File: src/rtl/i2cms_pkg.sv
// Shared types, command codes and phase helpers for the I2C master bit sequencer.
package i2cms_pkg;

  typedef enum logic [2:0] {
    CMD_NONE  = 3'd0,
    CMD_START = 3'd1,
    CMD_STOP  = 3'd2,
    CMD_SEND  = 3'd3,
    CMD_RECV  = 3'd4,
    CMD_SACK  = 3'd5,
    CMD_RACK  = 3'd6
  } cmd_e_t;

  localparam int unsigned KIND_W  = 3;
  localparam int unsigned PHASE_W = 5;
  localparam int unsigned BYTE_W  = 8;
  localparam int unsigned IN_DW   = 16;
  localparam int unsigned OUT_DW  = 16;

  typedef struct packed {
    logic [KIND_W-1:0] kind;
    logic [BYTE_W-1:0] tx_data;
    logic              ack_level;
    logic              sda_in;
  } item_t;

  typedef struct packed {
    logic              scl_out;
    logic              sda_out;
    logic              busy_res;
    logic              done_res;
    logic [BYTE_W-1:0] rx_byte;
    logic              ack_seen;
    logic              rejected;
  } res_t;

  // Number of bus phases each command takes.
  function automatic logic [PHASE_W-1:0] phase_total(cmd_e_t cmd);
    logic [PHASE_W-1:0] n;
    unique case (cmd)
      CMD_START: n = 5'd4;
      CMD_STOP:  n = 5'd3;
      CMD_SEND:  n = 5'd24;
      CMD_RECV:  n = 5'd17;
      CMD_SACK:  n = 5'd3;
      CMD_RACK:  n = 5'd3;
      default:   n = 5'd0;
    endcase
    return n;
  endfunction

  // Position inside a three-phase bit slot, by conditional subtraction.
  function automatic logic [1:0] slot_of(logic [PHASE_W-1:0] p);
    logic [PHASE_W-1:0] r;
    r = p;
    if (r >= 5'd24) r = r - 5'd24;
    if (r >= 5'd12) r = r - 5'd12;
    if (r >= 5'd6)  r = r - 5'd6;
    if (r >= 5'd3)  r = r - 5'd3;
    return r[1:0];
  endfunction

endpackage

File: src/rtl/i2cms_seq.sv
// Phase sequencer: bus state registers and the per-phase update logic.
module i2cms_seq (
  input  logic             clk,
  input  logic             rst_n,
  input  logic             step,
  input  i2cms_pkg::item_t item,
  output i2cms_pkg::res_t  res
);
  import i2cms_pkg::*;

  logic               scl_r, scl_nxt;
  logic               sda_r, sda_nxt;
  cmd_e_t             cmd_r, cmd_nxt;
  logic [PHASE_W-1:0] phase_r, phase_nxt;
  logic [BYTE_W-1:0]  shift_r, shift_nxt;
  logic [BYTE_W-1:0]  rx_r, rx_nxt;
  logic               ack_r, ack_nxt;

  logic               is_cmd;
  logic               launch;
  cmd_e_t             cmd_a;
  logic [PHASE_W-1:0] p_a;
  logic [PHASE_W-1:0] p_inc;
  logic [1:0]         slot;
  logic               done;

  assign is_cmd = (item.kind >= CMD_START) && (item.kind <= CMD_RACK);
  assign launch = is_cmd && (cmd_r == CMD_NONE);
  assign cmd_a  = launch ? cmd_e_t'(item.kind) : cmd_r;
  assign p_a    = launch ? '0 : phase_r;
  assign p_inc  = p_a + 5'd1;
  assign slot   = slot_of(p_a);

  always_comb begin
    scl_nxt   = scl_r;
    sda_nxt   = sda_r;
    ack_nxt   = ack_r;
    rx_nxt    = rx_r;
    cmd_nxt   = cmd_a;
    phase_nxt = p_a;
    done      = 1'b0;
    if (launch) begin
      if (cmd_a == CMD_SEND)      shift_nxt = item.tx_data;
      else if (cmd_a == CMD_SACK) shift_nxt = {{(BYTE_W-1){1'b0}}, item.ack_level};
      else                        shift_nxt = '0;
    end else begin
      shift_nxt = shift_r;
    end

    unique case (cmd_a)
      CMD_START: begin
        priority if (p_a == 5'd0) sda_nxt = 1'b1;
        else if (p_a == 5'd1)     scl_nxt = 1'b1;
        else if (p_a == 5'd2)     sda_nxt = 1'b0;
        else                      scl_nxt = 1'b0;
      end
      CMD_STOP: begin
        priority if (p_a == 5'd0) sda_nxt = 1'b0;
        else if (p_a == 5'd1)     scl_nxt = 1'b1;
        else                      sda_nxt = 1'b1;
      end
      CMD_SEND: begin
        priority if (slot == 2'd0) sda_nxt = shift_nxt[BYTE_W-1];
        else if (slot == 2'd1)     scl_nxt = 1'b1;
        else begin
          scl_nxt   = 1'b0;
          shift_nxt = {shift_nxt[BYTE_W-2:0], 1'b0};
        end
      end
      CMD_RECV: begin
        // Odd phases raise SCL; even phases after the first sample and drop it.
        priority if (p_a == 5'd0) sda_nxt = 1'b1;
        else if (p_a[0])          scl_nxt = 1'b1;
        else begin
          shift_nxt = {shift_nxt[BYTE_W-2:0], item.sda_in};
          scl_nxt   = 1'b0;
        end
      end
      CMD_SACK: begin
        priority if (p_a == 5'd0) sda_nxt = shift_nxt[0];
        else if (p_a == 5'd1)     scl_nxt = 1'b1;
        else                      scl_nxt = 1'b0;
      end
      CMD_RACK: begin
        priority if (p_a == 5'd0) sda_nxt = 1'b1;
        else if (p_a == 5'd1)     scl_nxt = 1'b1;
        else begin
          ack_nxt = item.sda_in;
          scl_nxt = 1'b0;
        end
      end
      default: ;
    endcase

    if (cmd_a != CMD_NONE) begin
      if (p_inc >= phase_total(cmd_a)) begin
        if (cmd_a == CMD_RECV) rx_nxt = shift_nxt;
        cmd_nxt   = CMD_NONE;
        phase_nxt = '0;
        done      = 1'b1;
      end else begin
        phase_nxt = p_inc;
      end
    end
  end

  assign res.scl_out  = scl_nxt;
  assign res.sda_out  = sda_nxt;
  assign res.busy_res = (cmd_nxt != CMD_NONE);
  assign res.done_res = done;
  assign res.rx_byte  = rx_nxt;
  assign res.ack_seen = ack_nxt;
  assign res.rejected = is_cmd && !launch;

  always_ff @(posedge clk) begin
    if (!rst_n) begin
      scl_r   <= 1'b1;
      sda_r   <= 1'b1;
      cmd_r   <= CMD_NONE;
      phase_r <= '0;
      shift_r <= '0;
      rx_r    <= '0;
      ack_r   <= 1'b1;
    end else if (step) begin
      scl_r   <= scl_nxt;
      sda_r   <= sda_nxt;
      cmd_r   <= cmd_nxt;
      phase_r <= phase_nxt;
      shift_r <= shift_nxt;
      rx_r    <= rx_nxt;
      ack_r   <= ack_nxt;
    end
  end

  a_idle_phase_zero: assert property (@(posedge clk) disable iff (!rst_n)
    (cmd_r == CMD_NONE) |-> (phase_r == '0))
    else $error("phase count nonzero while idle");

  a_phase_in_range: assert property (@(posedge clk) disable iff (!rst_n)
    (cmd_r != CMD_NONE) |-> (phase_r < phase_total(cmd_r)))
    else $error("phase count beyond command length");

  a_done_goes_idle: assert property (@(posedge clk) disable iff (!rst_n)
    (step && res.done_res) |=> (cmd_r == CMD_NONE))
    else $error("command still active after its last phase");

endmodule

File: src/rtl/i2c_master_bit_sequencer_top.sv
// A request passes through the input register and then the result register before its result is shown.
// Throughput: one request per cycle while out_tready is high; in_tready follows the result register's space.
// The result register holds while a result is pending and out_tready is low; the input register takes at most one
// more request, then in_tready drops until the result is taken.
// Reset (rst_n low, synchronous): both lines released, no command, received byte 0, ack 1.
// Each request advances the running command by one bus phase.
module i2c_master_bit_sequencer_top (
  input  logic                         clk,
  input  logic                         rst_n,
  input  logic                         in_tvalid,
  output logic                         in_tready,
  // tdata: tx_data[7:0], ack_level[8], sda_in[9], zero[15:10]
  input  logic [i2cms_pkg::IN_DW-1:0]  in_tdata,
  // tuser: kind[2:0]
  input  logic [i2cms_pkg::KIND_W-1:0] in_tuser,
  output logic                         out_tvalid,
  input  logic                         out_tready,
  // tdata: scl_out[0], sda_out[1], busy_res[2], rx_byte[10:3], ack_seen[11],
  //        rejected[12], zero[15:13]
  output logic [i2cms_pkg::OUT_DW-1:0] out_tdata,
  // tlast: done_res, last phase of a command
  output logic                         out_tlast
);
  import i2cms_pkg::*;

  logic  in_valid_r;
  item_t item_r;
  logic  out_valid_r;
  res_t  res_r;
  res_t  res;
  logic  advance;

  assign advance   = in_valid_r && (!out_valid_r || out_tready);
  assign in_tready = !in_valid_r || advance;

  i2cms_seq u_seq (
    .clk   (clk),
    .rst_n (rst_n),
    .step  (advance),
    .item  (item_r),
    .res   (res)
  );

  always_ff @(posedge clk) begin
    if (!rst_n) begin
      in_valid_r  <= 1'b0;
      out_valid_r <= 1'b0;
    end else begin
      if (in_tready) in_valid_r <= in_tvalid;
      if (advance) out_valid_r <= 1'b1;
      else if (out_tready) out_valid_r <= 1'b0;
    end
  end

  // Payload registers: load on transfer only.
  always_ff @(posedge clk) begin
    if (in_tready && in_tvalid) begin
      item_r.kind      <= in_tuser;
      item_r.tx_data   <= in_tdata[7:0];
      item_r.ack_level <= in_tdata[8];
      item_r.sda_in    <= in_tdata[9];
    end
    if (advance) res_r <= res;
  end

  assign out_tvalid = out_valid_r;
  assign out_tlast  = res_r.done_res;
  assign out_tdata  = {3'b000, res_r.rejected, res_r.ack_seen, res_r.rx_byte,
                       res_r.busy_res, res_r.sda_out, res_r.scl_out};

endmodule
File: config.mk
export PLATFORM = sky130hd
export DESIGN_NAME = i2c_master_bit_sequencer_top
export DESIGN_NICKNAME = d
export VERILOG_FILES = /design/src/rtl/i2cms_pkg.sv /design/src/rtl/i2cms_seq.sv /design/src/rtl/i2c_master_bit_sequencer_top.sv
export SDC_FILE = /design/constraint.sdc
export NUM_CORES = 1
export LEC_CHECK = 0
export BUFFER_PORTS_ARGS = -buffer_cell sky130_fd_sc_hd__buf_2
export CORE_MARGIN = 10
export CORE_UTILIZATION = 50
export DETAILED_ROUTE_END_ITERATION = 8
export PLACE_DENSITY = 0.72
export SYNTH_ARGS = -nofsm -noshare
export SYNTH_HDL_FRONTEND = slang
export SYNTH_SLANG_ARGS = --single-unit
File: constraint.sdc
create_clock -name clk -period 6.3 [get_ports clk]
set_input_delay 0.63 -clock clk [delete_from_list [all_inputs] [get_ports clk]]
set_output_delay 0.63 -clock clk [all_outputs]
set_load 0.02 [all_outputs]
; Word level (Yosys, flattened, before mapping)
; Cells that the tools add are included.
[word_totals]
inputBits = 23
regBits = 56
out_inout_bits = 19
[op_classes]
n_addsub = 5
n_mux = 50
reduce_logical = 19
n_eq_ne = 9
magnitude_cmp = 7
[ops]
columns = operator, n
row1 = 8-bit 2-to-1 mux, 9
row2 = 5-bit 2-to-1 mux, 7
row3 = 1-bit 2-to-1 mux, 26
row4 = 5-bit one-hot mux with 4 select lines, 1
row5 = 8-bit one-hot mux with 2 select lines, 1
row6 = 1-bit one-hot mux with 5 select lines, 2
row7 = "3-bit == test, second input constant", 3
row8 = 3-bit 2-to-1 mux, 3
row9 = "3-bit by 2-bit == test with 1-bit output, second input constant", 2
row10 = 3-bit nonzero test, 2
row11 = "5-bit by 1-bit adder with 5-bit output, second input constant", 1
row12 = "5-bit by 1-bit == test with 1-bit output, second input constant", 1
row13 = "5-bit by 2-bit == test with 1-bit output, second input constant", 1
row14 = "5-bit by 2-bit greater-or-equal comparator with 1-bit output, second input constant", 1
row15 = "5-bit by 3-bit greater-or-equal comparator with 1-bit output, second input constant", 1
row16 = "5-bit by 4-bit greater-or-equal comparator with 1-bit output, second input constant", 1
row17 = 5-bit greater-or-equal comparator, 1
row18 = "5-bit greater-or-equal comparator, second input constant", 1
row19 = 1-bit logical AND, 5
row20 = 5-bit logical NOT, 1
row21 = "5-bit by 3-bit subtractor with 5-bit output, second input constant", 1
row22 = "5-bit by 4-bit subtractor with 5-bit output, second input constant", 1
row23 = "5-bit subtractor, second input constant", 1
row24 = 2-bit OR reduction, 2
row25 = other kinds (12), 15

; Longest topological paths before layout
; Gate-level depths: netlist of the first run.
[depth]
depth_word = 19
ltp_mapped = 25
mapped_depth_nobuf = 21

; Hierarchy
; From an unflattened synthesis of the first run, not the netlist that was laid out.
[hier_totals]
cells_unflattened = 417
hier_area_um2 = 3669.8
[modules_own_cells]
columns = module, area_each_um2, cells_each, seq_area_each_um2, n_inst
row1 = i2cms_seq, 2728.9, 377, 540.5, 1
row2 = i2c_master_bit_sequencer_top, 940.9, 40, 850.8, 1

; Worst setup path before layout of the first run
; Ideal clock, no wire load.
[synth_path]
path_kind = register to register
from = register item_r[11] in the netlist's numbering
to = register u_seq.shift_r[2]
synth_period_minus_slack_ps = 5474
arrival_ps = 5406
slack_ps = 826
path_stages_with_launch = 26
n_path_buf = 4
required_time_ps = 6232
cell_sequence = edfxtp_1 -> clkbuf_1 -> or3_1 -> nand3_1 -> clkbuf_1 -> and2_1 -> ha_1 -> clkbuf_1 -> a21oi_1 -> mux2i_1 -> inv_1 -> ha_1 -> and2_1 -> nor2_1 -> a21boi_0 -> o211ai_2 -> ha_1 -> a31oi_2 -> a21bo_1 -> or4_1 -> o31a_2 -> a21o_1 -> o22ai_1 -> buf_6 -> mux2_4 -> a21oi_2
[synth_between]
elab_chain_len = 16
elab_cells_between_ends = 30
[synth_rtl]
columns = item, line
row1 = start: declaration, i2c_master_bit_sequencer_top.sv:27  ; item_t item_r;
row2 = 3-bit by 1-bit greater-or-equal comparator with 1-bit output / 3-bit <= comparator (equally long branches), i2cms_seq.sv:27  ; assign is_cmd = (item.kind >= CMD_START) && (item.kind <= CMD_RACK);
row3 = 1-bit logical AND, i2cms_seq.sv:27
row4 = 1-bit logical AND, i2cms_seq.sv:28  ; assign launch = is_cmd && (cmd_r == CMD_NONE);
row5 = 5-bit 2-to-1 mux, i2cms_seq.sv:30  ; assign p_a = launch ? '0 : phase_r;
row6 = 5-bit subtractor / 5-bit greater-or-equal comparator (equally long branches), i2cms_pkg.sv:56  ; if (r >= 5'd24) r = r - 5'd24;
row7 = 5-bit 2-to-1 mux, i2cms_pkg.sv:56
row8 = 5-bit by 4-bit subtractor with 5-bit output / 5-bit by 4-bit greater-or-equal comparator with 1-bit output (equally long branches), i2cms_pkg.sv:57  ; if (r >= 5'd12) r = r - 5'd12;
row9 = 5-bit 2-to-1 mux, i2cms_pkg.sv:57
row10 = 5-bit by 3-bit subtractor with 5-bit output / 5-bit by 3-bit greater-or-equal comparator with 1-bit output (equally long branches), i2cms_pkg.sv:58  ; if (r >= 5'd6) r = r - 5'd6;
row11 = 5-bit 2-to-1 mux, i2cms_pkg.sv:58
row12 = 5-bit by 2-bit greater-or-equal comparator with 1-bit output / 2-bit subtractor (equally long branches), i2cms_pkg.sv:59  ; if (r >= 5'd3) r = r - 5'd3;
row13 = 2-bit 2-to-1 mux, i2cms_pkg.sv:59
row14 = 2-bit by 1-bit == test with 1-bit output, i2cms_seq.sv:64  ; else if (slot == 2'd1) scl_nxt = 1'b1;
row15 = 8-bit 2-to-1 mux, i2cms_seq.sv:64
row16 = 8-bit 2-to-1 mux, i2cms_seq.sv:63  ; priority if (slot == 2'd0) sda_nxt = shift_nxt[BYTE_W-1];
row17 = 8-bit one-hot mux with 2 select lines (*), i2cms_seq.sv:50  ; unique case (cmd_a)
row18 = end signal: assignment, i2cms_seq.sv:129  ; shift_r <= shift_nxt;
row19 = end: declaration, i2cms_seq.sv:15  ; logic [BYTE_W-1:0] shift_r, shift_nxt;
; Mark *: on every way between the ends. The rest lies on a longest branch, timed or not.
; A chain may end at the register's enable or synchronous reset.

==> results.md, run 1 <==
* Status: finished clean
* HP Class: input port to register
* Largest fanout on the critical path at 12
* Via count at 3,009
* CTS max path bufs at 2
* Worst setup path class: register to register
* TritonCTS clock tree: done
* Critical Path Sink Type: register
* Root buffer cell: clkbuf_8
* #FFs+latches synth at 56
* Number of flops mapped to enable cells by yosys at 27
* Yosys warnings at 0
* Die H at 104 um
* Power Total at 0.780 mW
* Register area share after synthesis at 39.1%
* Switching Share at 30.4%
* Initial core utilization at 51.8%
* Final hold violations at 0
* Net Sw Power at 0.237 mW
* Detailed Place HPWL at 5.85 mm
* Static Leak at 1.56 nW
* Vias in the first global route at 2,875
* Area grow syn2layout at 8.08%
* Antenna diode count at 0
* All-Layer GR Usage at 14.7%
* First-pass GRT wire length at 13.7 mm
* Final net count at 457
* DRC at 0
* Max_slew headroom at 32.1%
* Setup crit start kind: register
* WP data arrival at 5770 ps
* Worst R2R Start: item_r[11]
* Post-synth top area cell: edfxtp_1
* Internal power at 0.543 mW
* Most common library cells after synthesis: nand2_1 (48), nor2_1 (31), dfxtp_1 (29)
* Combinational power share at 21.0%
* DR vias/cell at 5.81
* First-iteration detailed-routing DRC count at 189
* Die Span X at 104 um
* Post-DRT Antenna Nets at 0
* Cell variety after synth at 67
* P per Cell Area at 203 nW/um2
* Area of the multi-input gates at 2000 um2
* FP Rows at 30
* Clock share of power at 25.5%
* Clock Latency Late Sink at 320 ps
* Wirelength, routed at 8.04 mm
* Worst-Margin Slew at 1010 ps
* Max Fclk at 175 MHz
* Fillers at 638
* Syn_area_per_cell at 8.90 um2
* Wire length per cell at 15.5 um
* Hold Startpoint: in_tdata[6]
* Post-CTS Hold Buffers at 0
* Fraction of layout cells with a size suffix above 1 at 16.8%
* CTS resizes at 0
* Top-count cell post-synth: nand2_1
* Post-synth top area share at 22.8%
* Setup violators final at 0
* I/O Pins at 42
* Pre-CTS WS at 668 ps
* Placer Congestion at 0.889
* Top cells by area, synth: edfxtp_1 (23%), dfxtp_1 (16%), nand2_1 (5.1%)
* Core box area at 6870 um2
* Slew Limit Fails at 0
* Largest net degree at the start of global routing at 33
* Die Footprint at 10,900 um2
* Antenna violations before repair at 0
* CTS Buf Count at 5
* Postcts setup bufs at 0
* Cells after synthesis at 400
* Post-synthesis cell area at 3560 um2
* Sequential power share at 53.5%
* TritonCTS Sinks at 56
* TritonRoute pass-1 iters at 5
* Post-route setup slack at 592 ps
* Max-cap viol count at 0
* Final worst path period share at 90.6%
* RSZ-0062 raised after global routing: no
* CP Launch Point: item_r[11]
* Setup TNS at 0 ps
* I/O Buffers at 32
* FFs w/ async S/R, synth at 0%
* Total grt overflow at 0
* Clk_skew at 8.70 ps
* Worst vdd ir at 0.149 mV
* Sequential cell area at 1390 um2
* Synth Flop Type: dfxtp_1
* Worst EP required at 6360 ps
* CTS clk-pin slew, worst paths at 100 ps
* Minimum clock period after layout at 5710 ps
* Htree depth at 2
==> final cells by class <==
| class | count | share of cell area (%) |
|---|---|---|
| tap | 96 | 3.12 |
| timing repair buffer | 37 | 5.14 |
| clock buffer | 6 | 1.89 |
| multi-input combinational | 306 | 51.9 |
| sequential | 56 | 36.2 |
| inverter | 15 | 1.46 |
| clock inverter | 2 | 0.358 |
==> power by group through the flow <==
stage               clock network [mW]  logic, mW  registers [mW]
global placement                     0      0.159           0.425
CTS                              0.202      0.162           0.417
floorplan                            0      0.116           0.428
global route                     0.221      0.182           0.420
detailed placement                   0      0.162           0.425
finish                           0.199      0.164           0.417
==> registers in the layout, summed over array words and instances (netlist names) <==
name and count:
u_seq.ack_r 1, out_tlast 1, out_tdata 13, u_seq.cmd_r 3
out_tvalid 1, item_r 13, u_seq.rx_r 8, u_seq.sda_r 1
u_seq.scl_r 1, in_valid_r 1, u_seq.shift_r 8, u_seq.phase_r 5
==> stage by stage <==
stage / cell area [um2] / util (%) / hold WS (ps) / instances
finish: 3850 / 56.0 / 482 / 518
global placement: 3760 / 54.8 / 447 / 510
CTS: 3850 / 56.0 / 477 / 518
detailed placement: 3760 / 54.8 / 472 / 510
global route: 3850 / 56.0 / 461 / 518
floorplan: 3570 / - / 435 / 402
==> cells in the final DEF, fill, tap and decap left out, types with 5 or more instances in the layout <==
master    count
nand2_1      48
buf_2        32
nor2_1       31
dfxtp_1      29
edfxtp_1     27
o21ai_0      24
nand3_1      23
a21oi_1      18
inv_1        13
ha_1         13
nor2b_1       9
nor3_1        9
a211oi_1      9
nand2b_1      8
a31oi_1       8
mux2_2        8
a22o_1        7
and2_1        6
a21boi_0      6
a21o_1        5
xnor2_1       5
mux2_4        5
a21oi_2       5
clkbuf_8      5
buf_4         5
==> cell families after synthesis <==
logic type / count (synthesis) / share of synthesized area [%]
adders and majority gates: 13 / 4.57
muxes: 16 / 5.48
other: 1 / 0.105
AOI/OAI and AO/OA: 119 / 24.0
DFF: 56 / 39.1
buffers and inverters: 40 / 5.06
xor gates and xnor gates: 6 / 1.48
and+or+nand+nor: 149 / 20.2
==> layer usage <==
metal / GRT usage (%) / vias up / wire, um
met5: 0 / - / 0
met3: 2.97 / 8 / 556
li1: - / 1506 / -
met1: 20.0 / 1378 / 3860
met2: 22.5 / 117 / 3530
met4: 4.57 / 0 / 93
==> critical path, cell delays in order (launching register included) <==
cell and delay (ps):
edfxtp_1 560, nor3_1 560, o31ai_1 180, inv_1 90
ha_1 280, a21oi_1 70, mux2i_1 280, inv_1 130
ha_1 250, and2_1 210, nor2_1 140, a21boi_0 320
o211ai_2 190, ha_1 240, a31oi_2 160, a21bo_1 230
or4_1 500, o31a_2 150, a211oi_1 460, o21ai_0 150
o311ai_0 160, a31oi_1 150
==> worst paths after layout <==
kind	slack, ps	cells after the start	end
worst min-delay path	480	1	item_r[8]
worst max register to register	590	21	out_tdata[1]
worst min register to register	490	2	u_seq.ack_r
worst max-delay path	590	21	out_tdata[1]
Power figures use the tool's default switching activity.
==> run 2: changes to the inputs <==
--- a/config.mk
+++ b/config.mk
@@ -5,11 +5,12 @@
 export SDC_FILE = /design/constraint.sdc
 export NUM_CORES = 1
 export LEC_CHECK = 0
-export BUFFER_PORTS_ARGS = -buffer_cell sky130_fd_sc_hd__buf_2
+export CORE_ASPECT_RATIO = 1.4
 export CORE_MARGIN = 10
 export CORE_UTILIZATION = 50
 export DETAILED_ROUTE_END_ITERATION = 8
-export PLACE_DENSITY = 0.72
+export DONT_BUFFER_PORTS = 1
+export PLACE_DENSITY = 0.67
 export SYNTH_ARGS = -nofsm -noshare
 export SYNTH_HDL_FRONTEND = slang
 export SYNTH_SLANG_ARGS = --single-unit
==> run 2 against run 1 <==
  * Sequential power grew 2%
  * Flip-flop and latch count is the same
  * Critical path depth is the same
  * Via count shrank 3.6%
  * Global-route usage grew 0.56 points
  * Sequential share of layout area grew 1.4 points
==> results.md, run 2 (synthesis gave the netlist of run 1 again) <==
* Net Sw Power at 0.226 mW
* FP Rows at 36
* Largest net degree at the start of global routing at 33
* Die Span X at 91.3 um
* Post-CTS Hold Buffers at 0
* Core box area at 6940 um2
* Antenna diode count at 0
* Area of the multi-input gates at 2010 um2
* Setup violators final at 0
* Worst vdd ir at 0.153 mV
* Slew Limit Fails at 0
* Initial core utilization at 51.3%
* Final hold violations at 0
* Power Total at 0.772 mW
* Largest fanout on the critical path at 12
* Sequential cell area at 1390 um2
* Buf/Inv on CP at 3
* RSZ-0062 raised after global routing: no
* TritonCTS Sinks at 56
* Critical Path Sink Type: register
* Placer Congestion at 0.864
* Most frequent cells in the layout: nand2_1 (48), nor2_1 (31), dfxtp_1 (29), edfxtp_1 (27), o21ai_0 (24)
* Clk_skew at 8.41 ps
* Commonest non-fill, non-tap cell in the layout: nand2_1
* Fillers at 680
* Die Footprint at 10,900 um2
* Setup crit start kind: register
* Final net count at 426
* I/O Pins at 42
* WP data arrival at 5900 ps
* Root buffer cell: clkbuf_8
* Setup TNS at 0 ps
* Max Fclk at 177 MHz
* I/O Buffers at 0
* Static Leak at 1.44 nW
* Post-DRT Antenna Nets at 0
* CTS Buf Count at 5
* Final Cell Area at 3710 um2
* Clock share of power at 26.0%
* TritonCTS clock tree: done
* Internal power at 0.546 mW
* TritonRoute pass-1 iters at 4
* P per Cell Area at 208 nW/um2
* First-iteration detailed-routing DRC count at 273
* First-pass GRT wire length at 13.9 mm
* DR vias/cell at 5.97
* Total grt overflow at 0
* Minimum clock period after layout at 5660 ps
* CP Cell Sequence: and3_1 -> o31ai_1 -> inv_1 -> ha_1 -> mux2i_1 -> inv_1 -> ha_1 -> and2_1 -> nor2_1 -> a21boi_0 -> o211ai_2 -> ha_1 -> a31oi_2 -> a21bo_1 -> or4_1 -> o31a_2 -> a21o_1 -> o22ai_2 -> buf_4 -> mux2_2 -> a21oi_1
* CTS max path bufs at 2
* Wirelength, routed at 8.46 mm
* Clock Latency Late Sink at 310 ps
* Largest delay share family, worst path: compound AO/OA/AOI/OAI gates
* Htree depth at 2
* Slowest CP cell: edfxtp_1
* Via count at 2,902
* Area grow syn2layout at 4.18%
* Die H at 120 um
* Final worst path period share at 89.9%
* All-Layer GR Usage at 15.2%
* Combinational power share at 18.6%
* Max-cap viol count at 0
* Antenna violations before repair at 0
* Status: finished clean
* Fraction of layout cells with a size suffix above 1 at 10.5%
* Post-place instance area at 3610 um2
* CTS clk-pin slew, worst paths at 100 ps
* Max_slew headroom at 32.8%
* HP Class: input port to register
* Worst setup path class: register to register
* DRC at 0
* CTS resizes at 0
* Largest stage delay on the critical path at 570 ps
* Switching Share at 29.2%
* Worst-Margin Slew at 1000 ps
* Worst EP required at 6540 ps
* Sequential power share at 55.3%
* CP dominant cell by count: ha_1
* Vias in the first global route at 2,870
* Detailed Place HPWL at 6.24 mm
* Wire length per cell at 17.4 um
* Postcts setup bufs at 0
[run 2: cell types whose count changed in the layout (fill, tap and decap cells not counted), sizes merged]
cell / delta
clkinv: -1
buf: -31
clkbuf: +2
inv: -1
[run 2: worst reg2reg max path, cell delays in order, from the launching register on]
cell	delay [ps]
edfxtp_1	570
and3_1	310
o31ai_1	360
inv_1	80
ha_1	280
mux2i_1	300
inv_1	130
ha_1	250
and2_1	210
nor2_1	140
a21boi_0	300
o211ai_2	180
ha_1	250
a31oi_2	160
a21bo_1	240
or4_1	500
o31a_2	150
a21o_1	190
o22ai_2	330
buf_4	220
mux2_2	330
a21oi_1	120
[run 2: area by class of cell]
cell class              count  share of cell area (%)
multi-input cells         306                    54.1
flip-flops and latches     56                    37.5
well taps                  95                    3.20
clock buffers               8                    2.43
inverters                  15                    1.52
repair buffers              6                    1.21
[run 2: worst paths after layout]
kind | from | to | slack, ps | depth (start not counted)
worst max-delay path | item_r[11] | u_seq.shift_r[6] | 640 | 21
worst min-delay path | rst_n | u_seq.ack_r | 400 | 1
worst min register to register | u_seq.ack_r | u_seq.ack_r | 490 | 2
worst max register to register | item_r[11] | u_seq.shift_r[6] | 640 | 21
[run 2: per-layer routing]
| layer | GRT usage, % | routed length (um) | up-vias |
|---|---|---|---|
| met5 | 0 | 0 | - |
| met4 | 6.58 | 240 | 0 |
| met1 | 16.1 | 3220 | 1380 |
| met2 | 28.9 | 4710 | 65 |
| li1 | - | - | 1438 |
| met3 | 2.12 | 285 | 19 |
[run 2: stage by stage]
stage	util, %	std cells	setup WS (ps)	hold slack (ps)
detailed placement	52.0	478	390	461
global route	53.5	486	186	391
finish	53.5	486	639	396
CTS	53.3	486	334	390
floorplan	-	402	826	435
global placement	52.0	478	519	446
[run 2: power groups by stage]
| stage | combinational (mW) | clock [mW] | sequential, mW |
|---|---|---|---|
| after CTS | 0.143 | 0.208 | 0.428 |
| after detailed placement | 0.143 | 0 | 0.436 |
| after global routing | 0.159 | 0.218 | 0.431 |
| final | 0.144 | 0.201 | 0.427 |
| after floorplan | 0.116 | 0 | 0.428 |
| after global placement | 0.141 | 0 | 0.435 |
==> run 3: changes to the inputs <==
--- a/config.mk
+++ b/config.mk
@@ -7,10 +7,10 @@
 export LEC_CHECK = 0
 export CORE_ASPECT_RATIO = 1.4
 export CORE_MARGIN = 10
-export CORE_UTILIZATION = 50
+export CORE_UTILIZATION = 36
 export DETAILED_ROUTE_END_ITERATION = 8
 export DONT_BUFFER_PORTS = 1
-export PLACE_DENSITY = 0.67
+export PLACE_DENSITY = 0.52
 export SYNTH_ARGS = -nofsm -noshare
 export SYNTH_HDL_FRONTEND = slang
 export SYNTH_SLANG_ARGS = --single-unit
==> run 3 against run 2 <==
  * Global-route usage decreased by 2.3 points
  * Power increased by 17%
  * Critical path depth is the same
  * Worst setup slack got worse by 90 ps
  * Wire length increased by 9.2%
  * Non-clock buffer count up 2
  * Clock skew is 4.2 ps higher
  * Combinational power about the same
  * Cell count increased by 8.0%
  * Die area is 31% higher
  * Clock power rose by 62%
==> results.md, run 3 (synthesis gave the netlist of run 1 again) <==
* WP data arrival at 5770 ps
* HP Class: input port to register
* Clock share of power at 36.2%
* Worst setup path class: register to register
* All-Layer GR Usage at 12.9%
* Post-DRT Antenna Nets at 0
* Worst-Margin Slew at 1010 ps
* Detailed Place HPWL at 6.80 mm
* Clk_skew at 12.6 ps
* Power Total at 0.901 mW
* Vias in the first global route at 2,937
* Setup crit start kind: register
* Wirelength, routed at 9.23 mm
* Max Fclk at 174 MHz
* Antenna diode count at 0
* TritonRoute pass-1 iters at 4
* Antenna violations before repair at 0
* Status: finished clean
* Switching Share at 27.3%
* Wire length per cell at 17.6 um
* Worst vdd ir at 0.175 mV
* Initial core utilization at 37.2%
* Combinational power share at 16.4%
* Post-route setup slack at 549 ps
* Static Leak at 1.49 nW
* Die H at 138 um
* Total grt overflow at 0
* CTS resizes at 0
* Die Footprint at 14,300 um2
* Max_slew headroom at 32.4%
* Finished Core Util at 40.2%
* Die Span X at 104 um
* I/O Pins at 42
* P per Cell Area at 234 nW/um2
* Core box area at 9560 um2
* First-iteration detailed-routing DRC count at 184
* DR vias/cell at 5.49
* Fraction of layout cells with a size suffix above 1 at 10.7%
* Setup violators final at 0
* CTS Buf Count at 5
* Area grow syn2layout at 8.08%
* Postcts setup bufs at 0
* Final worst path period share at 91.3%
* Worst EP required at 6310 ps
* Max-cap viol count at 0
* Sequential power share at 47.4%
* Fillers at 1,004
* FP Rows at 42
* TritonCTS Sinks at 56
* I/O Buffers at 0
* Commonest non-fill, non-tap cell in the layout: nand2_1
* DRC at 0
* Placer Congestion at 0.879
* Htree depth at 2
* Minimum clock period after layout at 5750 ps
* Net Sw Power at 0.246 mW
* Root buffer cell: clkbuf_16
* Final hold violations at 0
* TritonCTS clock tree: done
* First-pass GRT wire length at 15.1 mm
* CTS max path bufs at 2
* Via count at 2,881
* Post-CTS Hold Buffers at 0
* RSZ-0062 raised after global routing: no
* Largest fanout on the critical path at 12
* Slew Limit Fails at 0
* Internal power at 0.655 mW
* Clock Latency Late Sink at 300 ps
* Final net count at 428
* CTS clk-pin slew, worst paths at 80 ps
* Setup TNS at 0 ps
* Largest net degree at the start of global routing at 33
* Pre-CTS WS at 608 ps
* Critical Path Sink Type: register
* Most frequent cells in the layout: nand2_1 (48), nor2_1 (31), dfxtp_1 (29), edfxtp_1 (27), o21ai_0 (24)
[run 3: changes by cell type in the layout (fill, tap and decap cells not counted)]
cell	before	now
nor3_2	1	0
o22ai_2	1	0
clkbuf_8	6	0
buf_4	6	8
clkbuf_1	2	1
clkbuf_16	0	7
nor3_1	8	9
o22ai_1	0	1
[run 3: worst paths after layout]
check	slack [ps]	cells past startpoint	start	to
min reg2reg	470	2	u_seq.ack_r	u_seq.ack_r
max reg2reg	550	21	u_seq.cmd_r[0]	out_tdata[3]
min	420	1	rst_n	u_seq.sda_r
max	550	21	u_seq.cmd_r[0]	out_tdata[3]
[run 3: critical path, cell delays in order, from the launching register on]
cell      delay [ps]
dfxtp_1          390
or3_4            460
o31ai_1          390
inv_1             90
ha_1             300
mux2i_1          350
inv_1            140
ha_1             250
and2_1           210
nor2_1           150
a21boi_0         320
o211ai_2         180
ha_1             250
a31oi_2          170
a21bo_1          240
or4_1            500
o31a_2           150
a211oi_2         190
o22ai_1          110
buf_4            210
a31oi_1          300
a21oi_1          120
[run 3: cell type report]
class / count / area [um2] / area share (%)
Tap cell: 132 / 165 / 4.29
Clock buffer: 8 / 179 / 4.65
Inverter: 15 / 56.3 / 1.46
Timing Repair Buffer: 8 / 60.1 / 1.56
Sequential cell: 56 / 1390 / 36.2
Multi-Input combinational cell: 306 / 2000 / 51.9
[run 3: metrics by stage]
stage          hold slack [ps]  cell area [um2]  instances
4_1_cts                    412             3850        525
6_report                   420             3850        525
3_3_place_gp               445             3670        517
5_1_grt                    409             3850        525
2_1_floorplan              435             3570        402
3_5_place_dp               455             3670        517
[run 3: per-layer routing]
layer  share of wire [%]  global-route usage [%]  wire [um]
met5                   0                       0          0
met4                 2.0                    5.19        189
met3                 2.5                    1.78        235
met2                  56                    24.8       5160
met1                  39                    13.9       3640
[run 3: power groups by stage]
stage | Combinational (mW) | Clock [mW] | Sequential [mW]
after floorplan | 0.116 | 0 | 0.428
after global placement | 0.147 | 0 | 0.436
after detailed placement | 0.148 | 0 | 0.436
after CTS | 0.149 | 0.333 | 0.428
after global routing | 0.165 | 0.345 | 0.430
final | 0.147 | 0.326 | 0.427
